File: src/rtl/rpn_pkg.sv
// ----------------------------------------------------------------------------
// rpn_pkg
// Shared types and codes for the postfix stack evaluator.
// ----------------------------------------------------------------------------
package rpn_pkg;

    localparam int unsigned STACK_DEPTH_DEF = 16;
    localparam int unsigned DATA_W          = 32;
    localparam int unsigned FUNC_W          = 3;
    localparam int unsigned DEPTH_OUT_W     = 5;
    localparam int unsigned STATUS_W        = 2;

    // token codes on the input word
    localparam logic [FUNC_W-1:0] FN_PUSH = 3'd0;
    localparam logic [FUNC_W-1:0] FN_ADD  = 3'd1;
    localparam logic [FUNC_W-1:0] FN_SUB  = 3'd2;
    localparam logic [FUNC_W-1:0] FN_MUL  = 3'd3;
    localparam logic [FUNC_W-1:0] FN_DIV  = 3'd4;
    localparam logic [FUNC_W-1:0] FN_END  = 3'd5;

    // status codes on the result word
    localparam logic [STATUS_W-1:0] ST_OK    = 2'd0;
    localparam logic [STATUS_W-1:0] ST_UNDER = 2'd1;
    localparam logic [STATUS_W-1:0] ST_OVER  = 2'd2;
    localparam logic [STATUS_W-1:0] ST_DIV0  = 2'd3;

    typedef enum logic [2:0] {
        OP_PUSH,
        OP_ADD,
        OP_SUB,
        OP_MUL,
        OP_DIV,
        OP_END,
        OP_NOP
    } t_op;

    typedef enum logic [1:0] {
        S_IDLE,
        S_READ,
        S_MUL,
        S_DIV
    } t_back_state;

    typedef struct packed {
        logic [FUNC_W-1:0]        func;
        logic signed [DATA_W-1:0] operand_value;
    } t_in_item;

    typedef struct packed {
        logic signed [DATA_W-1:0] last_result;
        logic [DEPTH_OUT_W-1:0]   depth_now;
        logic [STATUS_W-1:0]      status;
        logic                     expression_done;
    } t_out_item;

    // decoded token handed from front to back
    typedef struct packed {
        t_op               op;
        logic [DATA_W-1:0] value;
    } t_q_item;

endpackage

File: src/rtl/rpn_stack_evaluator.sv
// ----------------------------------------------------------------------------
// rpn_stack_evaluator
// Postfix integer evaluator on a bounded operand stack.
// ----------------------------------------------------------------------------
// Tokens come in through a queue-style port: a word is taken on a clock edge
// with push high and full low. A two-entry intake queue decodes tokens and
// keeps taking them while the execution side is busy or its result waits.
// Each token gives one result word. It sits on o_result while empty is low
// and leaves on an edge with pop high; until then the execution side holds
// off the next token, and once the intake queue fills, full rises.
// Push, end and unused codes and any error have their result word
// registered as the token is decoded; add and subtract first read the
// stack, multiply also registers the product, and divide reads the stack
// and then runs the radix-2 divider, which takes one quotient bit per cycle.
// Tokens are carried out one at a time and the next starts only after the
// result word is popped.
// Synchronous active-low reset empties the stack, clears the last result
// and both queues; stack memory contents are not cleared.
// ----------------------------------------------------------------------------
module rpn_stack_evaluator #(
    parameter int unsigned STACK_DEPTH = rpn_pkg::STACK_DEPTH_DEF
) (
    input  logic               i_clk,
    input  logic               i_rst_n,
    input  logic               push,
    output logic               full,
    input  rpn_pkg::t_in_item  i_item,
    output logic               empty,
    input  logic               pop,
    output rpn_pkg::t_out_item o_result
);
    import rpn_pkg::*;

    logic    w_q_valid;
    t_q_item w_q_item;
    logic    w_q_pop;

    rpn_front u_front (
        .i_clk     (i_clk),
        .i_rst_n   (i_rst_n),
        .push      (push),
        .full      (full),
        .i_item    (i_item),
        .o_q_valid (w_q_valid),
        .o_q_item  (w_q_item),
        .i_q_pop   (w_q_pop)
    );

    rpn_back #(
        .STACK_DEPTH (STACK_DEPTH)
    ) u_back (
        .i_clk     (i_clk),
        .i_rst_n   (i_rst_n),
        .i_q_valid (w_q_valid),
        .i_q_item  (w_q_item),
        .o_q_pop   (w_q_pop),
        .empty     (empty),
        .pop       (pop),
        .o_result  (o_result)
    );

endmodule

File: src/rtl/rpn_front.sv
// ----------------------------------------------------------------------------
// rpn_front
// Token intake: decodes each word and holds it in a two-entry queue.
// ----------------------------------------------------------------------------
module rpn_front (
    input  logic              i_clk,
    input  logic              i_rst_n,
    input  logic              push,
    output logic              full,
    input  rpn_pkg::t_in_item i_item,
    output logic              o_q_valid,
    output rpn_pkg::t_q_item  o_q_item,
    input  logic              i_q_pop
);
    import rpn_pkg::*;

    localparam int unsigned QDEPTH = 2;
    localparam int unsigned PTR_W  = $clog2(QDEPTH);
    localparam int unsigned FILL_W = $clog2(QDEPTH + 1);

    t_q_item           r_slot [QDEPTH];
    logic [PTR_W-1:0]  r_wptr;
    logic [PTR_W-1:0]  r_rptr;
    logic [FILL_W-1:0] r_fill;
    logic              w_wr;
    t_q_item           w_dec;

    always_comb begin
        w_dec.value = i_item.operand_value;
        unique case (i_item.func)
            FN_PUSH: w_dec.op = OP_PUSH;
            FN_ADD:  w_dec.op = OP_ADD;
            FN_SUB:  w_dec.op = OP_SUB;
            FN_MUL:  w_dec.op = OP_MUL;
            FN_DIV:  w_dec.op = OP_DIV;
            FN_END:  w_dec.op = OP_END;
            default: w_dec.op = OP_NOP;
        endcase
    end

    assign full      = (r_fill == FILL_W'(QDEPTH));
    assign w_wr      = push && !full;
    assign o_q_valid = (r_fill != '0);
    assign o_q_item  = r_slot[r_rptr];

    always_ff @(posedge i_clk) begin
        if (w_wr) begin
            r_slot[r_wptr] <= w_dec;
        end
    end

    always_ff @(posedge i_clk) begin
        if (!i_rst_n) begin
            r_wptr <= '0;
            r_rptr <= '0;
            r_fill <= '0;
        end else begin
            if (w_wr) begin
                r_wptr <= r_wptr + 1'b1;
            end
            if (i_q_pop) begin
                r_rptr <= r_rptr + 1'b1;
            end
            case ({w_wr, i_q_pop})
                2'b10:   r_fill <= r_fill + 1'b1;
                2'b01:   r_fill <= r_fill - 1'b1;
                default: r_fill <= r_fill;
            endcase
        end
    end

endmodule

File: src/rtl/rpn_div.sv
// ----------------------------------------------------------------------------
// rpn_div
// Signed 32-bit divider, radix-2 restoring, one quotient bit per cycle.
// ----------------------------------------------------------------------------
module rpn_div (
    input  logic                      i_clk,
    input  logic                      i_rst_n,
    input  logic                      i_start,
    input  logic [rpn_pkg::DATA_W-1:0] i_dividend,
    input  logic [rpn_pkg::DATA_W-1:0] i_divisor,
    output logic                      o_done,
    output logic [rpn_pkg::DATA_W-1:0] o_quot
);
    import rpn_pkg::*;

    localparam int unsigned CNT_W = $clog2(DATA_W);

    logic              r_busy;
    logic              r_done;
    logic [CNT_W-1:0]  r_cnt;
    logic [DATA_W-1:0] r_rem;
    logic [DATA_W-1:0] r_quo;
    logic [DATA_W-1:0] r_den;
    logic              r_neg;
    logic [DATA_W:0]   w_rem_sh;
    logic [DATA_W:0]   w_diff;
    logic [DATA_W-1:0] w_abs_y;
    logic [DATA_W-1:0] w_abs_x;

    assign w_abs_y  = i_dividend[DATA_W-1] ? (DATA_W'(0) - i_dividend) : i_dividend;
    assign w_abs_x  = i_divisor[DATA_W-1]  ? (DATA_W'(0) - i_divisor)  : i_divisor;
    assign w_rem_sh = {r_rem, r_quo[DATA_W-1]};
    assign w_diff   = w_rem_sh - {1'b0, r_den};

    // quotient sign is applied after the last step
    assign o_done = r_done;
    assign o_quot = r_neg ? (DATA_W'(0) - r_quo) : r_quo;

    always_ff @(posedge i_clk) begin
        if (i_start) begin
            r_rem <= '0;
            r_quo <= w_abs_y;
            r_den <= w_abs_x;
            r_neg <= i_dividend[DATA_W-1] ^ i_divisor[DATA_W-1];
        end else if (r_busy) begin
            r_rem <= w_diff[DATA_W] ? w_rem_sh[DATA_W-1:0] : w_diff[DATA_W-1:0];
            r_quo <= {r_quo[DATA_W-2:0], ~w_diff[DATA_W]};
        end
    end

    always_ff @(posedge i_clk) begin
        if (!i_rst_n) begin
            r_busy <= 1'b0;
            r_done <= 1'b0;
            r_cnt  <= '0;
        end else begin
            r_done <= 1'b0;
            if (i_start) begin
                r_busy <= 1'b1;
                r_cnt  <= '0;
            end else if (r_busy) begin
                r_cnt <= r_cnt + 1'b1;
                if (r_cnt == CNT_W'(DATA_W - 1)) begin
                    r_busy <= 1'b0;
                    r_done <= 1'b1;
                end
            end
        end
    end

endmodule

File: src/rtl/rpn_back.sv
// ----------------------------------------------------------------------------
// rpn_back
// Execution side: operand stack, arithmetic sequencer and result register.
// ----------------------------------------------------------------------------
module rpn_back #(
    parameter int unsigned STACK_DEPTH = rpn_pkg::STACK_DEPTH_DEF
) (
    input  logic               i_clk,
    input  logic               i_rst_n,
    input  logic               i_q_valid,
    input  rpn_pkg::t_q_item   i_q_item,
    output logic               o_q_pop,
    output logic               empty,
    input  logic               pop,
    output rpn_pkg::t_out_item o_result
);
    import rpn_pkg::*;

    localparam int unsigned CW = $clog2(STACK_DEPTH + 1);
    localparam int unsigned AW = $clog2(STACK_DEPTH);

    // top of stack lives in r_tos, entries below it in r_stack
    logic [DATA_W-1:0] r_stack [STACK_DEPTH];
    logic [DATA_W-1:0] r_rdata;

    t_back_state       r_state, n_state;
    logic [CW-1:0]     r_count, n_count;
    logic [DATA_W-1:0] r_tos, n_tos;
    logic [DATA_W-1:0] r_hold, n_hold;
    t_op               r_op, n_op;
    logic [DATA_W-1:0] r_prod, n_prod;
    logic              r_out_valid;
    t_out_item         r_out;

    logic              w_mem_we;
    logic              w_rd_en;
    logic [CW-1:0]     w_cm1;
    logic [CW-1:0]     w_cm2;
    logic              w_emit;
    logic [STATUS_W-1:0] w_status;
    logic              w_done;
    logic              w_div_start;
    logic              w_div_done;
    logic [DATA_W-1:0] w_div_quot;
    logic [CW+DEPTH_OUT_W-1:0] w_depth_ext;

    assign w_cm1       = r_count - CW'(1);
    assign w_cm2       = r_count - CW'(2);
    assign w_depth_ext = {{DEPTH_OUT_W{1'b0}}, n_count};

    rpn_div u_div (
        .i_clk      (i_clk),
        .i_rst_n    (i_rst_n),
        .i_start    (w_div_start),
        .i_dividend (r_rdata),
        .i_divisor  (r_tos),
        .o_done     (w_div_done),
        .o_quot     (w_div_quot)
    );

    always_comb begin
        n_state     = r_state;
        n_count     = r_count;
        n_tos       = r_tos;
        n_hold      = r_hold;
        n_op        = r_op;
        n_prod      = r_prod;
        o_q_pop     = 1'b0;
        w_mem_we    = 1'b0;
        w_rd_en     = 1'b0;
        w_emit      = 1'b0;
        w_status    = ST_OK;
        w_done      = 1'b0;
        w_div_start = 1'b0;
        unique case (r_state)
            S_IDLE: begin
                // next token only once the previous result has left
                if (i_q_valid && !r_out_valid) begin
                    o_q_pop = 1'b1;
                    unique case (i_q_item.op) inside
                        OP_PUSH: begin
                            w_emit = 1'b1;
                            if (r_count >= CW'(STACK_DEPTH)) begin
                                w_status = ST_OVER;
                            end else begin
                                w_mem_we = (r_count != '0);
                                n_tos    = i_q_item.value;
                                n_count  = r_count + CW'(1);
                            end
                        end
                        OP_ADD, OP_SUB, OP_MUL, OP_DIV: begin
                            if (r_count < CW'(2)) begin
                                w_emit   = 1'b1;
                                w_status = ST_UNDER;
                            end else if (i_q_item.op == OP_DIV && r_tos == '0) begin
                                w_emit   = 1'b1;
                                w_status = ST_DIV0;
                            end else begin
                                w_rd_en = 1'b1;
                                n_op    = i_q_item.op;
                                n_state = S_READ;
                            end
                        end
                        OP_END: begin
                            w_emit  = 1'b1;
                            w_done  = 1'b1;
                            n_count = '0;
                        end
                        default: begin
                            w_emit = 1'b1;
                        end
                    endcase
                end
            end
            S_READ: begin
                unique case (r_op)
                    OP_ADD: begin
                        n_tos   = r_rdata + r_tos;
                        n_hold  = n_tos;
                        n_count = w_cm1;
                        w_emit  = 1'b1;
                        n_state = S_IDLE;
                    end
                    OP_SUB: begin
                        n_tos   = r_rdata - r_tos;
                        n_hold  = n_tos;
                        n_count = w_cm1;
                        w_emit  = 1'b1;
                        n_state = S_IDLE;
                    end
                    OP_MUL: begin
                        n_prod  = r_rdata * r_tos;
                        n_state = S_MUL;
                    end
                    default: begin
                        w_div_start = 1'b1;
                        n_state     = S_DIV;
                    end
                endcase
            end
            S_MUL: begin
                n_tos   = r_prod;
                n_hold  = r_prod;
                n_count = w_cm1;
                w_emit  = 1'b1;
                n_state = S_IDLE;
            end
            S_DIV: begin
                if (w_div_done) begin
                    n_tos   = w_div_quot;
                    n_hold  = w_div_quot;
                    n_count = w_cm1;
                    w_emit  = 1'b1;
                    n_state = S_IDLE;
                end
            end
            default: begin
                n_state = S_IDLE;
            end
        endcase
    end

    // stack memory: one write port, one registered read port
    always_ff @(posedge i_clk) begin
        if (w_mem_we) begin
            r_stack[w_cm1[AW-1:0]] <= r_tos;
        end
        if (w_rd_en) begin
            r_rdata <= r_stack[w_cm2[AW-1:0]];
        end
    end

    always_ff @(posedge i_clk) begin
        r_tos  <= n_tos;
        r_op   <= n_op;
        r_prod <= n_prod;
        if (w_emit) begin
            r_out.last_result     <= n_hold;
            r_out.depth_now       <= w_depth_ext[DEPTH_OUT_W-1:0];
            r_out.status          <= w_status;
            r_out.expression_done <= w_done;
        end
    end

    always_ff @(posedge i_clk) begin
        if (!i_rst_n) begin
            r_state     <= S_IDLE;
            r_count     <= '0;
            r_hold      <= '0;
            r_out_valid <= 1'b0;
        end else begin
            r_state <= n_state;
            r_count <= n_count;
            r_hold  <= n_hold;
            if (w_emit) begin
                r_out_valid <= 1'b1;
            end else if (pop) begin
                r_out_valid <= 1'b0;
            end
        end
    end

    assign empty    = !r_out_valid;
    assign o_result = r_out;

endmodule

File: config.mk
export PLATFORM = sky130hd
export DESIGN_NAME = rpn_stack_evaluator
export DESIGN_NICKNAME = d
export VERILOG_FILES = /design/src/rtl/rpn_pkg.sv /design/src/rtl/rpn_stack_evaluator.sv /design/src/rtl/rpn_front.sv /design/src/rtl/rpn_div.sv /design/src/rtl/rpn_back.sv
export SDC_FILE = /design/constraint.sdc
export NUM_CORES = 2
export LEC_CHECK = 0
export ABC_AREA = 1
export BUFFER_PORTS_ARGS = -buffer_cell sky130_fd_sc_hd__buf_2
export CORE_UTILIZATION = 50
export CTS_BUF_LIST = sky130_fd_sc_hd__clkbuf_4 sky130_fd_sc_hd__clkbuf_8
export DETAILED_ROUTE_END_ITERATION = 10
export PLACE_DENSITY = 0.71
export SYNTH_ARGS = -nofsm -noshare
export SYNTH_HDL_FRONTEND = slang
export SYNTH_SLANG_ARGS = --single-unit
File: constraint.sdc
create_clock -name i_clk -period 7.4 [get_ports i_clk]
set_input_delay 0.37 -clock i_clk [delete_from_list [all_inputs] [get_ports i_clk]]
set_output_delay 0.37 -clock i_clk [all_outputs]
set_load 0.01 [all_outputs]
==> summary.txt <==
Drt
  • DRC violations left: 0
  • Number of nets with antenna violations after detailed routing: 0
  • TritonRoute pass-1 iters: 7
  • Detailed-route wire length: 207100 µm
  • Via total after detailed routing: 50526
  • Number of violations reported at the end of detailed-routing iteration 0: 6531
  • Via density per instance: 5.682
  • Per-cell routed wire length: 23.29 µm

Synth
  • Synthesis-stage register bit count: 870
  • Cell types with the largest area share after synthesis: edfxtp_1 (39%), fa_1 (13%), nand2_1 (11%), inv_1 (7.8%), ha_1 (4.8%)
  • Number of distinct library cell variants in the gate-level netlist after synthesis: 56
  • Share of the yosys chip area belonging to registers: 41.42%
  • Share of the synthesized area in the top cell type: 38.66%
  • Ys Warns: 0
  • Combined area of all synthesized cells: 61050 µm²
  • Net Count, Synth: 7743
  • Mean area per synthesized cell: 8.646 µm²
  • Largest area contributor in the netlist: edfxtp_1
  • Cells after synthesis: 7061

GRT
  • Via count of the first global-routing pass: 49140
  • GR Overflow Total: 0
  • Largest net degree at the start of global routing: 201
  • Overall global routing resource usage: 33.85%
  • Global-route wire length before repair: 306300 µm
  • Initial antenna violation count: 9

Timing
  • Pin slew with the least headroom to its limit: 1.118 ns
  • Final critical delay including setup and external delays: 7.070 ns
  • Max Clock Skew: 0.05038 ns
  • Unrepaired setup endpoints after global routing: false
  • Headroom to the max-slew limit: 25.32%
  • Final Hold Fails: 0
  • Final sum of negative setup slack: 0 ns
  • Pins over their slew limit: 0
  • Crit share post-route: 95.55%
  • Max Clock Freq: 0.1414 GHz
  • Setup-violating endpoint count in the final report: 0

Worst setup path
  • Startpoint type of the worst setup path: flip-flop
  • Capture point of the critical path: u_back.r_prod[31]
  • Data required time of the critical path: 8.05 ns
  • CP Max Fanout: 13
  • Crit end category: flip-flop
  • Flop-to-flop setup slack: 0.33 ns
  • Launching instance or port of the critical path: u_back.r_rdata[13]
  • Setup Crit Path Kind: flip-flop to flip-flop
  • Worst Path Arrival: 7.72 ns
  • Capturing point of the worst reg2reg path: u_back.r_prod[31]
  • Launch point of the worst reg-to-reg path: u_back.r_rdata[13]
  • Number of cell instances on the worst register-to-register path: 25

Power and ir drop
  • Switching power share of the total: 48.95%
  • Internal Dissipation: 17590 µW
  • Sequential share of power: 19.8%
  • Switching power: 16870 µW
  • Peak ir drop on the vdd network: 1.372 mV
  • LEAKAGE: 0.03121 µW
  • Comb power frac: 66.6%
  • Share of power burned in the clock network: 13.6%
  • Power density over the cells: 513.3 nW/µm²

Cells and area
  • Synth-to-Final Area Change: 9.955%
  • Net count reported at finish: 7844
  • Fraction of final layout cells with drive strength greater than 1: 8.069%
  • Final design instance area without fill: 67120 µm²
  • Post-Route Utilization: 55.73%
  • Fillers: 10998

Placement
  • Placed cell areas: 63590 µm²
  • GPL Wtd Cong: 1.056
  • Final HPWL DP: 150100 µm
  • Port bufs: 80

Clock tree
  • H-tree depth reported by CTS: 4
  • CTS Buf Count: 148
  • Clock transition at the register clock pins on the worst setup and hold paths after CTS: 0.06 ns
  • Post-CTS setup-driven buffer insertion count: 0
  • Clock tree from TritonCTS: built
  • Sink Count: 870
  • Maximum buffer depth of the clock tree: 3
  • CTS Root Buffer Type: clkbuf_8
  • Clock network latency to the later pin of the worst-skew pair: 0.92 ns

Floorplan
  • Area enclosed by the die boundary: 123500 µm²
  • Row cnt: 127
  • Total I/O pin count: 81
  • Die W: 351.4 µm
  • Die Height: 351.4 µm
  • Core Footprint: 120400 µm²
  • Effective utilization at floorplan: 50.68%

Hold path
  • Hold Path Stages: 3
  • Worst min-delay path class: input pin to flip-flop

Job
  • Count of maximum capacitance violations: 0

Status
  • Outcome: finished, final reports clean
layer usage:
| layer | global-route usage [%] | vias up | share of wire (%) |
|---|---|---|---|
| met5 | 0 | - | 0.012 |
| met4 | 15.10 | 4 | 4.3 |
| met3 | 7.985 | 422 | 11 |
| met2 | 51.70 | 2736 | 45 |
| met1 | 45.91 | 24540 | 40 |
| li1 | - | 22824 | - |
power by group through the flow:
stage | registers, µW | clock network (µW) | logic [µW]
after floorplan | 7010 | 0 | 15600
after global placement | 6900 | 0 | 22500
after detailed placement | 6910 | 0 | 22600
after CTS | 6810 | 4740 | 22800
after global routing | 6820 | 4920 | 25300
final | 6820 | 4680 | 23000
cell families (layout without fill, tap and decap cells):
kind of cell	count (synthesis)	count (layout)	share of synthesized area (%)
buffers and inverters	1610	1824	10.16
and+or+nand+nor	2853	2853	19.05
DFF	870	870	41.42
AOI/OAI and AO/OA	942	942	9.080
adders and majority gates	643	643	18.23
other	0	5	0
xor gates and xnor gates	143	143	2.052
Yosys cell counts, drive strengths merged:
cell,n
nor4,14
clkinv,4
a21oi,191
ha,232
xnor2,33
o22ai,30
o31ai,3
clkbuf,208
o221ai,108
edfxtp,786
nand3,346
a21boi,4
nand3b,17
and3,5
a32oi,1
a21o,4
nor3,41
and2,6
nor2,623
a221oi,5
xor2,110
or3b,1
o21bai,20
o21ai,480
o2111ai,13
nand2,1743
o32ai,1
o211ai,47
o41ai,2
dfxtp,84
a211oi,13
inv,1277
buf,121
o21a,6
fa,411
a31oi,13
nand4,44
o221a,1
or2,13
worst max-delay path, cell delays in order, from the launching register on:
cell	delay (ns)
edfxtp_1	0.77
nand2_1	0.11
inv_1	0.09
fa_1	0.44
fa_1	0.53
fa_1	0.53
inv_1	0.06
fa_1	0.51
inv_1	0.07
fa_1	0.49
fa_1	0.51
fa_1	0.50
inv_1	0.05
fa_1	0.47
inv_1	0.04
ha_1	0.36
nand2_1	0.12
nor2_1	0.13
and3_1	0.20
nand4_1	0.11
nand3_1	0.19
a21o_1	0.17
a21o_1	0.20
inv_1	0.06
nand2_1	0.06
nand2_1	0.04
state kept, by name, summed over array words and instances, names as in the netlist, named ones only:
signal,count
u_front.r_fill,2
u_back.u_div.r_busy,1
u_back.r_count,5
u_back.u_div.r_rem,32
u_front.r_wptr,1
u_back.r_out_valid,1
u_back.r_state,2
u_back.r_rdata,32
u_back.r_hold,32
u_front.r_slot,70
u_back.u_div.r_cnt,5
u_back.r_stack,512
u_back.u_div.o_done,1
u_back.u_div.r_quo,32
u_front.r_rptr,1
u_back.r_op,3
u_back.u_div.r_neg,1
u_back.o_result,40
u_back.r_tos,32
u_back.u_div.r_den,32
u_back.r_prod,32
cells in the final DEF, fill, tap and decap left out, types with 11 or more instances in the layout:
master and n:
o22ai_1 30, o21bai_1 20, nor3_1 35, dlygate4sd3_1 37, edfxtp_1 786, o221ai_1 108
nor2_4 27, nor4_1 14, o21ai_0 459, nand3b_1 17, nand4_1 44, nand2_1 1724
inv_2 14, fa_1 411, or2_2 11, clkinv_1 28, nor2_1 588, nand3_1 343
o21ai_1 15, inv_1 1261, xnor2_1 33, a211oi_1 13, xor2_1 110, a31oi_1 13
clkbuf_4 51, nand2_2 16, dfxtp_1 82, buf_4 154, ha_1 231, o2111ai_1 13
a21oi_1 187, o211ai_1 47, buf_2 80, clkbuf_8 156
metrics by stage:
| stage | total power [µW] | std cells | hold WS (ns) | setup slack (ns) |
|---|---|---|---|---|
| finish | 34460 | 8892 | 0.1210 | 0.3296 |
| global route | 37060 | 8889 | 0.1055 | 0.02917 |
| CTS | 34390 | 8887 | 0.04858 | 0.3779 |
| detailed placement | 29550 | 8587 | 0.4396 | 0.4149 |
| global placement | 29430 | 8587 | 0.4373 | 0.4832 |
| floorplan | 22600 | 7061 | 0.4217 | 0.5700 |
worst min path at each step:
stage,slack (ns),start,endpoint
floorplan,0.42,u_front.r_fill[1],u_front.r_fill[1]
global placement,0.44,u_front.r_fill[1],u_front.r_fill[1]
detailed placement,0.44,u_front.r_fill[1],u_front.r_fill[1]
CTS,0.05,push,u_front.r_wptr
global route,0.11,push,u_front.r_wptr
finish,0.12,push,u_front.r_wptr
what timing repair did:
action,in CTS,in global routing
endpoints found under the setup margin,0,0
hold buffers,37,0
hold endpoints to repair,81,0
gates resized for setup,0,0
area by class of cell:
type	count	area, µm²	area share, %
sequential	870	25290	37.68
antenna	5	12.51	0.01864
clock buffer	207	2530	3.769
inverter	1281	4816	7.175
clock inverter	56	616.8	0.9190
multi-input combinational	4581	29730	44.30
tap	1612	2017	3.005
timing repair buffer	280	2107	3.139
(Power assumes the default switching activity.)
